**src/sv/rgaa_pkg.sv**
```systemverilog
// Package for the radar gate averaging block: sizes, beat and job types, back-end states.
// No dependencies; every other file imports it.
`default_nettype none
package rgaa_pkg;

	localparam int GATES    = 500;
	localparam int SPG_W    = $clog2(65535 / GATES + 1);
	localparam int ACC_W    = 16 + SPG_W;
	localparam int CG_W     = $clog2(GATES + 1);
	localparam int IDX_W    = $clog2(2 * GATES);
	localparam int RECIP_SH = 28;
	localparam logic [28:0] RECIP = 29'((2 ** 28 + GATES - 1) / GATES);
	localparam int PCNT_W   = 13;
	localparam int PULSE_W  = 12;
	localparam int SUM_W    = 44;
	localparam int MEM_W    = SUM_W + 16;
	localparam int CNT_W    = 6;
	localparam int FIFO_DEPTH = 4;
	localparam int FPTR_W   = $clog2(FIFO_DEPTH);
	localparam logic [PCNT_W-1:0] PC_RESET = 13'd800;

	typedef struct packed {
		logic signed [15:0] sample_i;
		logic signed [15:0] sample_q;
		logic [15:0]        valid_samples;
	} in_item_t;

	typedef struct packed {
		logic               channel;
		logic [9:0]         gate_index;
		logic [11:0]        pulse_number;
		logic signed [15:0] mean_i;
		logic signed [15:0] mean_q;
		logic [31:0]        rt_value;
		logic               rt_valid;
	} out_item_t;

	// One finished gate handed from the front to the back
	typedef struct packed {
		logic signed [ACC_W-1:0] sum_i;
		logic signed [ACC_W-1:0] sum_q;
		logic [SPG_W-1:0]        spg;
		logic                    channel;
		logic [CG_W-1:0]         gate;
		logic [IDX_W-1:0]        idx;
		logic [PULSE_W-1:0]      pulse;
		logic                    last;
		logic                    accum;
		logic                    fresh;
	} job_t;

	typedef enum logic [3:0] {
		BK_IDLE, BK_DIV, BK_SQI, BK_SQQ, BK_ROOT, BK_MUL, BK_ADD, BK_RT, BK_EMIT
	} back_state_t;

endpackage
`default_nettype wire

```
**src/sv/rgaa_front.sv**
```systemverilog
// Front end: takes sample beats, tracks pulse/channel/gate position, sums each gate.
// Depends on rgaa_pkg; pushes one job per finished gate.
`default_nettype none
module rgaa_front import rgaa_pkg::*; (
	input  wire logic              clk,
	input  wire logic              arst_n,
	input  wire logic              in_valid,
	output logic                   in_stall,
	input  wire in_item_t          in_data,
	input  wire logic [PCNT_W-1:0] flen,
	input  wire logic              fifo_full,
	output logic                   push,
	output job_t                   job
);

	logic                    in_pulse_q, channel_q, fresh_q;
	logic [15:0]             len_q, sic_q;
	logic [SPG_W-1:0]        spg_q, sig_q;
	logic [CG_W-1:0]         gate_q;
	logic [PULSE_W-1:0]      pulse_q;
	logic signed [ACC_W-1:0] sum_i_q, sum_q_q;

	logic [44:0]             vs_prod;
	logic                    accept, ignore, gate_open, gate_end, chan_end, last;
	logic [SPG_W-1:0]        eff_spg, eff_sig, sig_nx;
	logic [15:0]             eff_len, eff_sic, sic_nx;
	logic [CG_W-1:0]         eff_gate;
	logic                    eff_ch;
	logic signed [ACC_W-1:0] eff_si, eff_sq, acc_i, acc_q;

	assign in_stall = fifo_full;
	assign accept   = in_valid & ~fifo_full;
	assign ignore   = ~in_pulse_q && (in_data.valid_samples == 16'd0);

	// samples per gate: multiply by reciprocal of GATES
	assign vs_prod = 45'(in_data.valid_samples) * 45'(RECIP);

	// position as seen by this beat (a new pulse starts from zero)
	always_comb begin
		if (in_pulse_q) begin
			eff_spg  = spg_q;
			eff_len  = len_q;
			eff_sic  = sic_q;
			eff_sig  = sig_q;
			eff_gate = gate_q;
			eff_ch   = channel_q;
			eff_si   = sum_i_q;
			eff_sq   = sum_q_q;
		end else begin
			eff_spg  = SPG_W'(vs_prod >> RECIP_SH);
			eff_len  = in_data.valid_samples;
			eff_sic  = '0;
			eff_sig  = '0;
			eff_gate = '0;
			eff_ch   = 1'b0;
			eff_si   = '0;
			eff_sq   = '0;
		end
	end

	assign gate_open = (eff_spg != '0) && (eff_gate < CG_W'(GATES));
	assign acc_i     = eff_si + ACC_W'(in_data.sample_i);
	assign acc_q     = eff_sq + ACC_W'(in_data.sample_q);
	assign sig_nx    = eff_sig + SPG_W'(1);
	assign gate_end  = gate_open && (sig_nx >= eff_spg);
	assign sic_nx    = eff_sic + 16'd1;
	assign chan_end  = sic_nx >= eff_len;
	assign last      = ({1'b0, pulse_q} + 13'd1) >= flen;
	assign push      = accept && !ignore && gate_end;

	// job for the back end
	always_comb begin
		job.sum_i   = acc_i;
		job.sum_q   = acc_q;
		job.spg     = eff_spg;
		job.channel = eff_ch;
		job.gate    = eff_gate;
		job.idx     = eff_ch ? IDX_W'(eff_gate) + IDX_W'(GATES) : IDX_W'(eff_gate);
		job.pulse   = pulse_q;
		job.last    = last;
		job.accum   = pulse_q != '0;
		job.fresh   = fresh_q;
	end

	// position and sum registers
	always_ff @(posedge clk or negedge arst_n) begin
		if (!arst_n) begin
			in_pulse_q <= 1'b0;
			channel_q  <= 1'b0;
			fresh_q    <= 1'b1;
			len_q      <= '0;
			sic_q      <= '0;
			spg_q      <= '0;
			sig_q      <= '0;
			gate_q     <= '0;
			pulse_q    <= '0;
			sum_i_q    <= '0;
			sum_q_q    <= '0;
		end else if (accept && !ignore) begin
			len_q <= eff_len;
			spg_q <= eff_spg;
			if (chan_end || gate_end) begin
				sum_i_q <= '0;
				sum_q_q <= '0;
				sig_q   <= '0;
			end else if (gate_open) begin
				sum_i_q <= acc_i;
				sum_q_q <= acc_q;
				sig_q   <= sig_nx;
			end else begin
				sum_i_q <= eff_si;
				sum_q_q <= eff_sq;
				sig_q   <= eff_sig;
			end
			if (chan_end)
				gate_q <= '0;
			else if (gate_end)
				gate_q <= eff_gate + CG_W'(1);
			else
				gate_q <= eff_gate;
			sic_q      <= chan_end ? '0 : sic_nx;
			channel_q  <= chan_end ? ~eff_ch : eff_ch;
			in_pulse_q <= !(chan_end && eff_ch);
			// end of pulse: advance or close the frame
			if (chan_end && eff_ch) begin
				if (last) begin
					pulse_q <= '0;
					fresh_q <= 1'b1;
				end else begin
					pulse_q <= pulse_q + PULSE_W'(1);
					if (pulse_q != '0 && eff_spg != '0)
						fresh_q <= 1'b0;
				end
			end
		end
	end

endmodule
`default_nettype wire

```
**config.mk**
```make
export PLATFORM = sky130hd
export DESIGN_NAME = rgaa_front
export DESIGN_NICKNAME = d
export VERILOG_FILES = /design/src/sv/rgaa_pkg.sv /design/src/sv/rgaa_front.sv
export SDC_FILE = /design/constraint.sdc
export NUM_CORES = 1
export LEC_CHECK = 0
export BUFFER_PORTS_ARGS = -buffer_cell sky130_fd_sc_hd__buf_2
export CAP_MARGIN = 10
export CORE_MARGIN = 2
export CORE_UTILIZATION = 41
export CTS_BUF_LIST = sky130_fd_sc_hd__clkbuf_16
export DETAILED_ROUTE_END_ITERATION = 10
export SETUP_SLACK_MARGIN = 0.2
export SYNTH_ARGS = -nofsm -noshare
export SYNTH_HDL_FRONTEND = slang
export SYNTH_SLANG_ARGS = --single-unit
```
**constraint.sdc**
```tcl
create_clock -name clk -period 8.83 [get_ports clk]
set_input_delay 0.883 -clock clk [delete_from_list [all_inputs] [get_ports clk]]
set_output_delay 0.883 -clock clk [all_outputs]
set_load 0.02 [all_outputs]
```
==> impl_results.md <==
- Outcome: finished clean
- Pwr Density: 333 nW/um2
- Final period util: 94.2%
- Synth Net Count: 1,902
- Initial antenna violation count: 0
- Clock share of power: 15.1%
- RSZ-0062 raised after global routing: no
- CTS Buf Count: 17
- Row count: 66
- Yosys top cell by area: ha_1
- Clock-pin slew of the registers on the worst-case setup and hold paths: roughly 0.060 ns
- Synth top area share: 22.1%
- Commonest cells after routing, fill and taps aside: ha_1, inv_1, buf_2
- CP max stage delay: 0.52 ns
- Sequential cell area fraction in the yosys report: between 20% and 30%
- Routed Antenna Nets: 0
- H-tree depth: 4
- Final hold vios: 0
- Hold buffer count at CTS: 0
- Die X-Extent: 186 um
- FF+latch count, synth: 120
- Top post-synthesis cells by area: ha_1, dfrtp_1, fa_1
- Pre-Repair DR Iteration Count: 5
- Number of flops mapped to enable cells by yosys: 0
- Vias/cell: 5.27
- Design Power: about 5.2 mW
- Slew HR: 34.8%
- Crit path DAT: approximately 7.4 ns
- Peak VDD IR: 0.000228 V
- Post-DP HPWL: 26,500 um
- TritonCTS clock tree: done
- Largest net degree at the start of global routing: 77
- Die area: 34,500 um2
- Synth async-reset ratio: 100%
- NetSw: 2.51 mW
- Core area: 32,500 um2
- Footprint of the multi-input gates: a little under 10,000 um2
- Distinct cells, synth: 77
- Worst setup margin: 0.514 ns
- Critical Path RT: slightly below 8 ns
- CP endpoint kind: output port
- Root buf cell: clkbuf_16
- Fin. max-slew vios: 0
- Clock Path Buffers: 2
- Tmin final: 8.32 ns
- Net switching fraction of the power: 48.5%
- Drc violations: 0
- Nets: 2,039
- Via count: 11,211
- FF/Latch Area: 3010 um2
- Worst Skew: 0.0154 ns
- Fill cells: 3,191
- Comb pwr share: 68.9%
- Post-DR wirelength/cell: 16.3 um
- Hold slack final: 0.396 ns
- Gate Count Post-Synth: 1,534
- Crit start category: primary input
- Int Pwr: about 2.7 mW
- Synth warnings: 0
- First-pass GRT wire length: 57,700 um
- Gpl congestion: 0.887
- WS Path Type: primary input to output port
- Tightest Pin Transition: 0.979 ns
- Ratio of cells with drive above 1 in the final layout: 14.5%
- Hold WC Path Type: primary input to asynchronous set/reset pin
- Critical-path top delay cell: fa_1
- Setup violators final: 0
- Mapped cell area: approximately 14,000 um2
- Vert. Die Dim: between 150 and 200 um
- Critical path peak fanout: 6
- Antenna Cells: 0
- Routed WL: 34,600 um
- Most frequent cell on the critical path: a21o_1
- Total grt overflow: 0
- Setup tns final: 0 ns
- Commonest non-fill, non-tap cell in the layout: ha_1
- Global Route Usage Sum: a little over a fifth
- Maximum capacitance violations: 0
- Syn Area/Cell: 8.84 um2
- Max Clock Freq: 0.120 GHz
- 1st-iter DRT viols: 470
- Dpl ws: ~0.23 ns
- Port Buf Inserts: 157
- I/O Pins: 158
- CTS sink count: 120
- Synth Flop Type: dfrtp_1
- Initial Util: 41.7%
- P&R area growth vs syn: 14.9%
- Total leakage power: 8.19 nW
- Sequential share of power: 16.1%
- Worst-Skew Late Latency: 0.43 ns
- Vias in the first global route: 11,395
[layout make-up]
| type | count | area share [%] |
|---|---|---|
| multi-input combinational | 1172 | 62.3 |
| timing repair buffer | 178 | 6.29 |
| clock buffer | 17 | 2.73 |
| inverter | 182 | 4.39 |
| sequential | 120 | 19.3 |
| clock inverter | 15 | 1.39 |
| tap | 442 | 3.55 |
[logic make-up after synthesis]
group | count (synthesis) | share of synthesized area (%)
XOR/XNOR | 78 | 5.04
adder cells (fa/ha/maj) | 303 | 31.4
flip-flops | 120 | 22.2
buffers and inverters | 242 | 7.19
AND/OR/NAND/NOR | 447 | 16.6
multiplexers | 16 | 1.18
AO/OA/AOI/OAI | 328 | 16.4
[flip-flops by register name, indices dropped and copies added (netlist names)]
register	count
sum_i_q	24
sum_q_q	24
len_q	16
sic_q	16
pulse_q	12
gate_q	9
sig_q	8
spg_q	8
channel_q	1
fresh_q	1
in_pulse_q	1
[path summary, 6_finish.rpt]
path / from / to / slack (ns) / depth (start not counted)
worst min-delay path: arst_n / len_q[10]$_DFFE_PN0P_ / 0.40 / 1
worst max register to register: in_pulse_q$_DFFE_PN0P_ / sum_q_q[14]$_DFFE_PN0P_ / 3.12 / 17
worst min register to register: spg_q[3]$_DFFE_PN0P_ / spg_q[3]$_DFFE_PN0P_ / 0.48 / 2
max in group asynchronous: arst_n / sum_i_q[17]$_DFFE_PN0P_ / 7.05 / 2
worst max-delay path: in_data[14] / push / 0.51 / 30
min in group clk: spg_q[3]$_DFFE_PN0P_ / spg_q[3]$_DFFE_PN0P_ / 0.48 / 2
[synthesized netlist by cell type (all sizes together), types with 20 or more instances]
library cell / count
fa: 63
clkbuf: 35
a22o: 54
nand4: 24
ha: 240
and2: 64
nand3: 42
dfrtp: 119
buf: 25
xor2: 30
inv: 181
a21oi: 57
o21ai: 95
xnor2: 48
nor3: 20
nor2: 67
a21o: 22
nand2: 145
[through the flow]
step	instance area [um2]	std cells	utilization [%]
final	15600	2126	47.9
after global routing	15600	2126	47.9
after global placement	14800	2091	45.4
after detailed placement	14800	2091	45.4
after CTS	15400	2123	47.4
after floorplan	13600	1534	-
[per-layer routing]
metal / vias to the layer above / routed length [um] / share of wire [%] / global-route usage, %
met5: - / 0 / 0 / 0
met4: 0 / 512 / 1.5 / 5.13
met3: 28 / 1590 / 4.6 / 4.28
met2: 197 / 16100 / 47 / 34.7
met1: 5379 / 16400 / 47 / 28.2
li1: 5607 / - / - / -
[worst max-delay path, delay by kind of cell]
family	cells	cell delay (ns)
adder cells (fa/ha/maj)	8	3.28
AO/OA/AOI/OAI	13	2.25
buffers and inverters	6	0.49
AND/OR/NAND/NOR	3	0.53
[power by group through the flow]
stage	clock network, mW	registers, mW	logic [mW]
after floorplan	0	0.780	2.59
after global placement	0	0.838	3.40
after detailed placement	0	0.839	3.44
after CTS	0.798	0.834	3.47
after global routing	0.823	0.859	4.01
final	0.781	0.833	3.57
[timing repair]
item                                    4_1_cts  5_1_grt
pin swaps                                     1       21
buffers inserted                              0        3
resized for setup                             2       30
endpoints found under the setup margin        1        1
Power figures use the tool's default switching activity.
