File: src/sv/rgaa_pkg.sv
// Package for the radar gate averaging block: sizes, beat and job types, back-end states.
// No dependencies; every other file imports it.
`default_nettype none
package rgaa_pkg;

	localparam int GATES    = 500;
	localparam int SPG_W    = $clog2(65535 / GATES + 1);
	localparam int ACC_W    = 16 + SPG_W;
	localparam int CG_W     = $clog2(GATES + 1);
	localparam int IDX_W    = $clog2(2 * GATES);
	localparam int RECIP_SH = 28;
	localparam logic [28:0] RECIP = 29'((2 ** 28 + GATES - 1) / GATES);
	localparam int PCNT_W   = 13;
	localparam int PULSE_W  = 12;
	localparam int SUM_W    = 44;
	localparam int MEM_W    = SUM_W + 16;
	localparam int CNT_W    = 6;
	localparam int FIFO_DEPTH = 4;
	localparam int FPTR_W   = $clog2(FIFO_DEPTH);
	localparam logic [PCNT_W-1:0] PC_RESET = 13'd800;

	typedef struct packed {
		logic signed [15:0] sample_i;
		logic signed [15:0] sample_q;
		logic [15:0]        valid_samples;
	} in_item_t;

	typedef struct packed {
		logic               channel;
		logic [9:0]         gate_index;
		logic [11:0]        pulse_number;
		logic signed [15:0] mean_i;
		logic signed [15:0] mean_q;
		logic [31:0]        rt_value;
		logic               rt_valid;
	} out_item_t;

	// One finished gate handed from the front to the back
	typedef struct packed {
		logic signed [ACC_W-1:0] sum_i;
		logic signed [ACC_W-1:0] sum_q;
		logic [SPG_W-1:0]        spg;
		logic                    channel;
		logic [CG_W-1:0]         gate;
		logic [IDX_W-1:0]        idx;
		logic [PULSE_W-1:0]      pulse;
		logic                    last;
		logic                    accum;
		logic                    fresh;
	} job_t;

	typedef enum logic [3:0] {
		BK_IDLE, BK_DIV, BK_SQI, BK_SQQ, BK_ROOT, BK_MUL, BK_ADD, BK_RT, BK_EMIT
	} back_state_t;

endpackage
`default_nettype wire

File: src/sv/rgaa_job_fifo.sv
// Short job queue between front and back end.
// Depends on rgaa_pkg for job_t and depth.
`default_nettype none
module rgaa_job_fifo import rgaa_pkg::*; (
	input  wire logic clk,
	input  wire logic arst_n,
	input  wire logic push,
	input  wire job_t wr_job,
	input  wire logic pop,
	output job_t      rd_job,
	output logic      full,
	output logic      empty
);

	job_t              slot_q [FIFO_DEPTH];
	logic [FPTR_W-1:0] wr_q, rd_q;
	logic [FPTR_W:0]   cnt_q;

	assign full   = cnt_q == (FPTR_W+1)'(FIFO_DEPTH);
	assign empty  = cnt_q == '0;
	assign rd_job = slot_q[rd_q];

	// storage
	always_ff @(posedge clk) begin
		if (push)
			slot_q[wr_q] <= wr_job;
	end

	// pointers and fill count
	always_ff @(posedge clk or negedge arst_n) begin
		if (!arst_n) begin
			wr_q  <= '0;
			rd_q  <= '0;
			cnt_q <= '0;
		end else begin
			if (push)
				wr_q <= wr_q + FPTR_W'(1);
			if (pop)
				rd_q <= rd_q + FPTR_W'(1);
			cnt_q <= cnt_q + (FPTR_W+1)'(push) - (FPTR_W+1)'(pop);
		end
	end

endmodule
`default_nettype wire

File: config.mk
export PLATFORM = sky130hd
export DESIGN_NAME = rgaa_job_fifo
export DESIGN_NICKNAME = d
export VERILOG_FILES = /design/src/sv/rgaa_pkg.sv /design/src/sv/rgaa_job_fifo.sv
export SDC_FILE = /design/constraint.sdc
export NUM_CORES = 1
export LEC_CHECK = 0
export BUFFER_PORTS_ARGS = -buffer_cell sky130_fd_sc_hd__buf_2
export CAP_MARGIN = 40
export CORE_ASPECT_RATIO = 0.9
export CORE_MARGIN = 2
export CORE_UTILIZATION = 60
export DETAILED_ROUTE_END_ITERATION = 10
export PLACE_DENSITY_LB_ADDON = 0.08
export SYNTH_ARGS = -nofsm -noshare
export SYNTH_HDL_FRONTEND = slang
export SYNTH_SLANG_ARGS = --single-unit
File: constraint.sdc
create_clock -name clk -period 5.5 [get_ports clk]
set_input_delay 0.275 -clock clk [delete_from_list [all_inputs] [get_ports clk]]
set_output_delay 0.275 -clock clk [all_outputs]
set_load 0.02 [all_outputs]
==> summary.md, run 1 <==
| Metric | Value |
|---|---|
| Critical path cell sequence | buf_4 > mux4_2 > buf_2 |
| Peak VDD IR | 543.4 µV |
| CP endpoint kind | output port |
| Post-synth EDFFs | 364 |
| GRT Util Overall | 0.2086 |
| Total wire length | 23.87 mm |
| Die area | 0.02375 mm² |
| Share of layout cells above drive strength 1 | 0.4026 |
| Post-Route Setup TNS | 0 ns |
| WP data arrival | 2.78 ns |
| M1 GR Usage | 0.2918 |
| Top FF cell, synth | edfxtp_1 |
| Max Cap Violations | 0 |
| IO Pins | 188 |
| CTS tree | done |
| Post-Synth Adder-Cell Area | 0.007034 |
| Post-synthesis simple-gate area fraction | 0.003239 |
| Yosys top cell by area | edfxtp_1 |
| Critical path buffers and inverters | 2 |
| Count of buffers from port buffering | 187 |
| Max frequency | 327.3 MHz |
| Critical-path top delay cell | dfrtp_4 |
| Largest delay contributor family on the critical path | flip-flops |
| CP startpoint kind | flip-flop |
| Grt peak-use layer | met2 |
| Max-slew headroom | 0.4197 |
| Routed WL per cell | 20.94 µm |
| Met2 Use GR | 0.3364 |
| Starting density of the core | 0.6058 |
| Post-route cell area | 0.01679 mm² |
| Global-route wire length before repair | 37.35 mm |
| H-Tree Depth | 2 |
| Fin nets | 915 |
| Xor-xnor portion of the synthesized cell area | 0.003239 |
| Final Critical Period | 3.056 ns |
| Initial antenna violation count | 1 |
| Final Hold Fails | 0 |
| RSZ-0062 raised after global routing | no |
| Largest cells by area after synthesis | edfxtp_1, mux4_2, dfrtp_1 |
| Die H | 146.4 µm |
| Mapped Nets | 611 |
| Routed Antenna Nets | 0 |
| Status | complete, no violations |
| Met3 Resource Use GR | 0.04403 |
| Vias in the first global route | 6847 |
| Critical path peak fanout | 55 |
| Min-delay worst type | primary input to flip-flop |
| Final setup violation count | 0 |
| Largest net degree at the start of global routing | 62 |
| Critical Setup Path Class | flip-flop to output port |
| Avg Inst Size Synth | 26.56 µm² |
| Hpwl dp | 13.41 mm |
| Top cell types by occurrence after synthesis | edfxtp_1, mux4_2, buf_2 |
| Leak | 5.834 nW |
| Post-synth top area share | 0.8085 |
| Slew @ Worst Pin | 0.8704 ns |
| Cell with the most instances after synthesis | edfxtp_1 |
| Mapped cell area | 0.01352 mm² |
| Placement Cell Area | 0.01475 mm² |
| Area of the core | 0.02232 mm² |
| Fill count | 1237 |
| Fin Hold WS | 0.02774 ns |
| Critical path data required time | 5.22 ns |
| DRT iter0 DRCs | 494 |
| Pwr per Cell Area | 529.3 mW/mm² |
| Vias after detailed routing | 6291 |
| Die Width | 162.2 µm |
| Gpl congestion | 0.7212 |
| Max clock buf depth | 3 |
| Fraction of registers with async set/reset | 0.01887 |
| Via/cell ratio | 5.518 |
| Yosys warnings | 0 |
| Max incr delay on CP | 0.99 ns |
| Skew final | 0.02037 ns |
| First-pass DRT Iterations | 4 |
| Remaining DRCs | 0 |
| Mux share of post-synthesis cell area | 0.1516 |
| Final Max Slew Viols | 0 |
| Row count | 52 |
| Worst-path clk slew | 0.06 ns |
| Setup Buffers After CTS | 0 |
| Compound-Gate Fraction of Synth Area | 0.0003702 |
| Clk Latency, worst-skew pair | 0.51 ns |
| GRT overflow | 0 |
| #FFs+latches synth | 371 |
| Fin crit share | 0.5556 |
| Gate count of the mapped netlist | 509 |
| Clock sinks | 371 |
| Root Driver | clkbuf_16 |
| Main combinational cell family by area after synthesis | multiplexers |
| Unique masters post-synth | 17 |
| CTS Buf Count | 37 |
| Register area share after synthesis | 0.8215 |
| Synthesis-to-finish area growth | 24.17% |
## sequential cells by signal (all words and copies together) (netlist names)
name	flops
cnt_q	3
wr_q	2
rd_q	2
slot_q	364
## per-stage QoR
step                      utilization  worst slack (ns)  power, mW  instances
final                          0.7522             2.444      8.885       1140
after global routing           0.7522             2.238      9.301       1140
after CTS                      0.7517             2.393      9.006       1138
after detailed placement       0.6609             2.948      6.669        979
after global placement         0.6609             2.941      6.625        979
after floorplan                     -             2.310      5.880        509
## power breakdown
part / total [mW] / switching, mW / internal [mW]
clock network: 2.28 / 0.963 / 1.31
logic: 2.63 / 1.51 / 1.12
registers: 3.98 / 0.273 / 3.70
total: 8.89 / 2.74 / 6.14
## final timing paths
check                                     from  slack (ns)                       to  cells after the start
min in group asynchronous               arst_n        0.13      wr_q[0]$_DFFE_PN0P_                      2
min reg2reg                wr_q[0]$_DFFE_PN0P_        0.56      wr_q[0]$_DFFE_PN0P_                      1
max in group asynchronous               arst_n        5.18      rd_q[1]$_DFFE_PN0P_                      2
max reg2reg                wr_q[0]$_DFFE_PN0P_        3.01  slot_q[0][19]$_DFFE_PP_                      4
max                        rd_q[1]$_DFFE_PN0P_        2.44               rd_job[31]                      3
min                                 wr_job[49]        0.03  slot_q[1][49]$_DFFE_PP_                      1
## timing repair
item                                    in CTS  in global routing
endpoints found under the setup margin       0                  0
hold endpoints to repair                   364                  4
resized for setup                            0                  0
hold buffers                                91                  1
## cells by family after synthesis
kind of cell             Yosys count
multiplexers                      91
flip-flops                       371
AND/OR/NAND/NOR                    8
AO/OA/AOI/OAI                      1
buffers and inverters             26
XOR/XNOR                           5
adder cells (fa/ha/maj)            7
## layer usage
layer  part of all wire  wire length, µm  vias up
met2               0.50            11870      201
met3              0.060             1422       52
li1                   -                -     2802
met1               0.41             9883     3236
met4              0.029              699        0
met5                  0                0        -
## layout by cell type (no fill, tap or decap), drive strengths merged
master	n
edfxtp	364
mux4	91
and3	1
clkbuf	50
nor3	1
dlygate4sd3	92
ha	6
dfrtp	7
xor2	2
clkinv	15
inv	8
buf	193
fa	1
clkinvlp	1
diode	1
o21ai	1
xnor2	3
nand2	2
and2	4
## layout make-up
type	count	area, µm²	area share
Multi-Input combinational cell	112	2247	0.1339
Antenna cell	1	2.502	0.0001491
Sequential cell	371	11110	0.6620
Inverter	6	22.52	0.001342
Clock inverter	18	88.84	0.005292
Clock buffer	50	1027	0.06119
Timing Repair Buffer	285	1914	0.1140
Tap cell	297	371.6	0.02214
No activity file was read; power rests on OpenSTA's default activity.
==> run 2, diff against run 1 <==
--- a/config.mk
+++ b/config.mk
@@ -5,11 +5,12 @@
 export SDC_FILE = /design/constraint.sdc
 export NUM_CORES = 1
 export LEC_CHECK = 0
+export ABC_AREA = 1
 export BUFFER_PORTS_ARGS = -buffer_cell sky130_fd_sc_hd__buf_2
 export CAP_MARGIN = 40
 export CORE_ASPECT_RATIO = 0.9
 export CORE_MARGIN = 2
-export CORE_UTILIZATION = 60
+export CORE_UTILIZATION = 53
 export DETAILED_ROUTE_END_ITERATION = 10
 export PLACE_DENSITY_LB_ADDON = 0.08
 export SYNTH_ARGS = -nofsm -noshare
==> constraint.sdc (replaced) <==
create_clock -name clk -period 2.5 [get_ports clk]
set_input_delay 0.125 -clock clk [delete_from_list [all_inputs] [get_ports clk]]
set_output_delay 0.125 -clock clk [all_outputs]
set_load 0.02 [all_outputs]
==> summary.md, run 2 <==
| Metric | Value |
|---|---|
| Metal3 WL | 1.281 mm (-9.9%) |
| Routed WL per cell | 14.90 µm (-29%) |
| Largest net degree at the start of global routing | 185 (+200%) |
| Die area | 0.03117 mm² (+31%) |
| Post-route cell area | 0.01919 mm² (+14%) |
| Die Width | 185.9 µm (+15%) |
| Gate count of the mapped netlist | 1473 (+190%) |
| Starting density of the core | 0.5425 (-0.06334) |
| Synthesis-to-finish area growth | 21.65% |
| Gpl congestion | 0.7306 (+1.3%) |
| Post-synth top area share | 0.6928 (-0.1157) |
| GRT Util Overall | 0.2115 (+0.002894) |
| Fin crit share | 0.9289 |
| Top flop regs | slot_q (364), cnt_q (3) |
| Total Power | 22.24 mW (+150%) |
| Leading cell type in the layout, fill and taps excluded | nand2_1 |
| Critical path peak fanout | 184 (+230%) |
| Top cell types by occurrence after synthesis | nand2_1, inv_1, edfxtp_1 |
| Post-synth EDFFs | 364 (unchanged) |
| Via/cell ratio | 4.709 (-15%) |
| Pre-CTS setup slack | 0.7221 ns (-2.226 ns) |
| Yosys warnings | 0 (unchanged) |
| Max clock buf depth | 3 (unchanged) |
| IO Pins | 188 (unchanged) |
| Share of layout cells above drive strength 1 | 0.1460 (-0.2566) |
| Vias in the first global route | 10067 (+47%) |
| Status | complete, no violations |
| Fin nets | 1852 (+100%) |
| Max frequency | 430.6 MHz |
| Critical Setup Path Class | flip-flop to output port |
| WP data arrival | 2.20 ns (-0.58 ns) |
| Setup Buffers After CTS | 0 (unchanged) |
| Hpwl dp | 17.61 mm (+31%) |
| Area of the core | 0.02909 mm² (+30%) |
| #FFs+latches synth | 371 (unchanged) |
| Min-delay worst type | primary input to flip-flop |
| First-pass DRT Iterations | 4 (unchanged) |
| Skew final | 0.01009 ns (-0.01027 ns) |
| Avg Inst Size Synth | 10.71 µm² (-60%) |
| Max-slew headroom | 0.4439 (+0.02421) |
| GRT overflow | 0 (unchanged) |
| Fraction of registers with async set/reset | 0.01887 (unchanged) |
| Worst-path clk slew | 0.06 ns (about the same) |
| Critical path data required time | 2.38 ns (-2.84 ns) |
| RSZ-0062 raised after global routing | no |
| Cell with the most instances after synthesis | nand2_1 |
| DP Cell Count | 2010 (+110%) |
| CTS Buf Count | 39 (+5.4%) |
| Largest cells by area after synthesis | edfxtp_1, nand2_1, inv_1 |
| Unique masters post-synth | 15 (-2) |
| Yosys top cell by area | edfxtp_1 |
| Routed Antenna Nets | 0 (unchanged) |
| Die H | 167.7 µm (+15%) |
| Final Max Slew Viols | 0 (unchanged) |
| Pwr per Cell Area | 1159 mW/mm² (+120%) |
| Top layer in use | met4 |
| Final Util | 0.6599 (-0.09235) |
| M1 wire length | 14.17 mm (+43%) |
| CTS tree | done |
| Biggest register | slot_q |
| Clk Latency, worst-skew pair | 0.52 ns (about the same) |
| Final setup violation count | 0 (unchanged) |
| Final Critical Period | 2.322 ns |
| Total wire length | 32.37 mm (+36%) |
| Register area share after synthesis | 0.7039 (-0.1176) |
| DRT iter0 DRCs | 714 (+45%) |
| Most frequent cells in the layout | nand2_1, inv_1, edfxtp_1, buf_2, nand3_1 |
| Global-route wire length before repair | 51.14 mm (+37%) |
| Root Driver | clkbuf_16 |
| Number of flip-flops in the largest register | 364 (unchanged) |
| Peak VDD IR | 934.2 µV (+72%) |
| Fin Hold WS | 0.3645 ns (+0.3367 ns) |
| Mapped cell area | 0.01578 mm² (+17%) |
| Remaining DRCs | 0 (unchanged) |
| Final Hold Fails | 0 (unchanged) |
| Initial antenna violation count | 2 (+1) |
| Leak | 8.894 nW (+52%) |
| Top FF cell, synth | edfxtp_1 |
| Post-Route Setup TNS | 0 ns (unchanged) |
| Max Cap Violations | 0 (unchanged) |
| Placement Cell Area | 0.01707 mm² (+16%) |
| Slew @ Worst Pin | 0.8341 ns (-0.03632 ns) |
| Final std cells w/o fill | 2172 (+91%) |
| Vias after detailed routing | 10227 (+63%) |
| PostCTS Resize Cnt | 0 (unchanged) |
| Row count | 59 (+13%) |
| Clock sinks | 371 (unchanged) |
| H-Tree Depth | 2 (unchanged) |
| CP endpoint kind | output port |
| Mapped Nets | 1575 (+160%) |
| Final worst slack | 0.1777 ns (-2.267 ns) |
| CP startpoint kind | flip-flop |
| Routed wl met2 | 16.18 mm (+36%) |
| Count of buffers from port buffering | 187 (unchanged) |
run 2: cell types whose count changed after synthesis, sizes merged, moves of 3 or more:
cell	delta
inv	+372
and2	-4
nand3	+183
nand2	+464
buf	+39
mux4	-91
xnor2	-3
clkbuf	+3
run 2: layout make-up:
cell class / instances / area (µm²)
antenna: 2 / 5.005
clock buffer: 50 / 1017
clock inverter: 15 / 150.1
fill: 2267 / 9892
inverter: 378 / 1441
multi-input combinational: 662 / 2801
sequential: 371 / 11110
tap: 396 / 495.5
timing repair buffer: 298 / 2170
run 2: path summary, 6_finish.rpt:
path,depth (start not counted),from,to,slack [ns]
max in group asynchronous,3,arst_n,rd_q[0]$_DFFE_PN0P_,1.59
min in group asynchronous,3,arst_n,cnt_q[0]$_DFF_PN0_,0.60
hold / removal,2,wr_job[55],slot_q[2][55]$_DFFE_PP_,0.36
setup reg to reg,9,cnt_q[0]$_DFF_PN0_,cnt_q[2]$_DFF_PN0_,0.80
setup / recovery,5,rd_q[0]$_DFFE_PN0P_,rd_job[43],0.18
hold reg to reg,1,wr_q[0]$_DFFE_PN0P_,wr_q[0]$_DFFE_PN0P_,0.54
run 2: metal layers:
layer / vias up / GRT usage
li1: 5136 / -
met1: 4825 / 0.2765
met2: 217 / 0.3690
met3: 49 / 0.02936
met4: 0 / 0.06128
met5: - / 0
run 2: kinds of logic after synthesis:
| kind of cell | Yosys count | synth area share |
|---|---|---|
| adders and majority gates | 7 | 0.006027 |
| and+or+nand+nor | 651 | 0.1695 |
| buffers and inverters | 440 | 0.1186 |
| DFF | 371 | 0.7039 |
| AOI/OAI and AO/OA | 1 | 0.0003169 |
| xor gates and xnor gates | 3 | 0.001666 |
run 2: what timing repair did:
item	CTS	global route
endpoints found under the hold margin	376	0
hold buffers	95	0
endpoints found under the setup margin	0	0
run 2: power by group:
group / switching (mW) / internal [mW] / total [mW] / leakage (nW)
logic: 5.95 / 2.53 / 8.48 / 4.90
registers: 0.271 / 8.14 / 8.41 / 3.42
clock network: 2.19 / 3.17 / 5.36 / 0.570
total: 8.41 / 13.8 / 22.2 / 8.89
run 2: worst max-delay path: stages, from the launching register on:
cell and delay, ns:
dfrtp_4 0.45, buf_12 0.64, nand2_1 0.13, nand3_1 0.12, nand2_1 0.11, buf_2 0.18
==> run 3, diff against run 2 <==
--- a/config.mk
+++ b/config.mk
@@ -9,7 +9,6 @@
 export BUFFER_PORTS_ARGS = -buffer_cell sky130_fd_sc_hd__buf_2
 export CAP_MARGIN = 40
 export CORE_ASPECT_RATIO = 0.9
-export CORE_MARGIN = 2
 export CORE_UTILIZATION = 53
 export DETAILED_ROUTE_END_ITERATION = 10
 export PLACE_DENSITY_LB_ADDON = 0.08
==> summary.md, run 3 (synthesis gave the netlist of run 2 again) <==
| Metric | Value |
|---|---|
| Status | complete, no violations |
| CP startpoint kind | flip-flop |
| Flop-to-flop setup slack | 0.62 ns (-0.18 ns) |
| Count of buffers from port buffering | 187 (unchanged) |
| Critical path data required time | 2.38 ns (about the same) |
| Critical Setup Path Class | flip-flop to output port |
| Via/cell ratio | 4.688 (-0.43%) |
| Vias after detailed routing | 10183 (-0.43%) |
| Min-delay worst type | primary input to flip-flop |
| Critical-path top delay cell | buf_12 |
| Crit. Startpoint | rd_q[0]$_DFFE_PN0P_ |
| Starting density of the core | 0.5425 (unchanged) |
| Leak | 8.936 nW (+0.47%) |
| Root Driver | clkbuf_16 |
| Vias in the first global route | 9998 (-0.69%) |
| DRT iter0 DRCs | 667 (-6.6%) |
| CTS Buf Count | 39 (unchanged) |
| Die H | 165.7 µm (-1.2%) |
| Number of flip-flops in the largest register | 364 (unchanged) |
| Final worst slack | 0.1535 ns (-0.02426 ns) |
| Critical path buffers and inverters | 2 (unchanged) |
| Max Cap Violations | 0 (unchanged) |
| CP endpoint | rd_job[32] |
| First-pass DRT Iterations | 5 (+1) |
| Cells on worst reg2reg path | 5 (-4) |
| Initial antenna violation count | 0 (-2) |
| Area of the core | 0.02909 mm² (unchanged) |
| Crit Reg-Reg Startpoint | wr_q[1]$_DFFE_PN0P_ |
| Fin nets | 1854 (+0.11%) |
| Die Width | 183.9 µm (-1.1%) |
| Routed Antenna Nets | 0 (unchanged) |
| Peak VDD IR | 1235 µV (+32%) |
| Final Critical Period | 2.347 ns (+0.02426 ns) |
| H-Tree Depth | 2 (unchanged) |
| RSZ-0062 raised after global routing | no |
| Clock sinks | 371 (unchanged) |
| Remaining DRCs | 0 (unchanged) |
| Hpwl dp | 17.59 mm (-0.11%) |
| Fill count | 2264 (-0.13%) |
| Cell mode on critical path | nand2_1 |
| Skew final | 0.01172 ns (+0.001629 ns) |
| Final Util | 0.6622 (+0.002323) |
| Top flop regs | slot_q (364), cnt_q (3) |
| Critical path cell sequence | buf_12 > nand2_1 > nand3_1 > nand2_1 > buf_2 |
| IO Pins | 188 (unchanged) |
| WP data arrival | 2.22 ns (+0.02 ns) |
| Critical path peak fanout | 184 (unchanged) |
| GRT Util Overall | 0.2176 (+0.006108) |
| Share of layout cells above drive strength 1 | 0.1475 (+0.001525) |
| Hold path cells | 2 (unchanged) |
| GRT overflow | 0 (unchanged) |
| Largest delay contributor family on the critical path | buffers and inverters |
| Pwr per Cell Area | 1171 mW/mm² (+1.0%) |
| Die area | 0.03046 mm² (-2.3%) |
| Fin crit share | 0.9386 (+0.009705) |
| Max frequency | 426.2 MHz (-1.0%) |
| Most frequent cells in the layout | nand2_1, inv_1, edfxtp_1, buf_2, nand3_1 |
| Post-Route Setup TNS | 0 ns (unchanged) |
| PostCTS Resize Cnt | 0 (unchanged) |
| Final setup violation count | 0 (unchanged) |
| Biggest register | slot_q |
| Antenna diodes | 0 (-2) |
| Worst-path clk slew | 0.06 ns (about the same) |
| Global-route wire length before repair | 51.72 mm (+1.1%) |
| Worst R2R End | slot_q[1][11]$_DFFE_PP_ |
| Fin Hold WS | 0.3579 ns (-0.006575 ns) |
| Final Hold Fails | 0 (unchanged) |
| Placement Cell Area | 0.01706 mm² (about the same) |
| Largest net degree at the start of global routing | 185 (unchanged) |
| CP endpoint kind | output port |
| Max incr delay on CP | 0.62 ns (-0.02 ns) |
| Pre-CTS setup slack | 0.5970 ns (-0.1251 ns) |
| Sequential cell area | 0.01111 mm² (unchanged) |
| Post-route cell area | 0.01926 mm² (+0.35%) |
| Max-slew headroom | 0.4310 (-0.01293) |
| Synthesis-to-finish area growth | 22.08% |
| Max clock buf depth | 3 (unchanged) |
| CP Depth | 5 (unchanged) |
| Clk Latency, worst-skew pair | 0.52 ns (about the same) |
| Slew @ Worst Pin | 0.8535 ns (+0.01940 ns) |
| Leading cell type in the layout, fill and taps excluded | nand2_1 |
| Setup Buffers After CTS | 0 (unchanged) |
| Gpl congestion | 0.7391 (+1.2%) |
| Routed WL per cell | 14.83 µm (-0.49%) |
| Post-CTS Hold Buffers | 95 (unchanged) |
| Row count | 59 (unchanged) |
| Area occupied by multi-input gates | 0.002801 mm² (unchanged) |
| Total wire length | 32.21 mm (-0.49%) |
| HP Start | wr_job[74] |
| CTS tree | done |
| Final Max Slew Viols | 0 (unchanged) |
-- run 3: changes by cell type in the layout (fill, tap and decap cells not counted) --
cell	previous run	this run
clkinv_1	6	4
inv_4	1	0
buf_12	13	11
inv_6	2	1
clkinv_4	1	0
bufinv_16	3	5
buf_4	3	7
clkbuf_1	11	12
diode_2	2	0
clkbuf_16	39	41
-- run 3: power by group --
| group | switching (mW) | internal, mW |
|---|---|---|
| sequential | 0.273 | 8.14 |
| combinational | 5.94 | 2.52 |
| clock | 2.18 | 3.50 |
-- run 3: layout make-up --
cell class,count,area share
sequential,371,0.5770
multi-input combinational,662,0.1454
timing repair buffer,300,0.1121
inverter,378,0.07477
clock buffer,53,0.05561
tap,396,0.02572
clock inverter,12,0.009354
-- run 3: routing by layer --
metal,track usage,wire [µm],up-vias
met4,0.06413,716,0
met1,0.2924,14390,4739
met3,0.02968,1491,48
li1,-,-,5142
met5,0,0,-
met2,0.3697,15610,254
-- run 3: worst min path at each step --
stage / to
4_1_cts: slot_q[2][72]$_DFFE_PP_
5_1_grt: slot_q[0][67]$_DFFE_PP_
6_report: slot_q[2][74]$_DFFE_PP_
2_1_floorplan: cnt_q[0]$_DFF_PN0_
3_3_place_gp: cnt_q[0]$_DFF_PN0_
3_5_place_dp: cnt_q[0]$_DFF_PN0_
-- run 3: through the flow --
step | std cells | total power, mW
finish | 2172 | 22.55
global route | 2172 | 23.91
CTS | 2172 | 22.82
detailed placement | 2012 | 16.99
global placement | 2012 | 16.84
floorplan | 1473 | 14.42
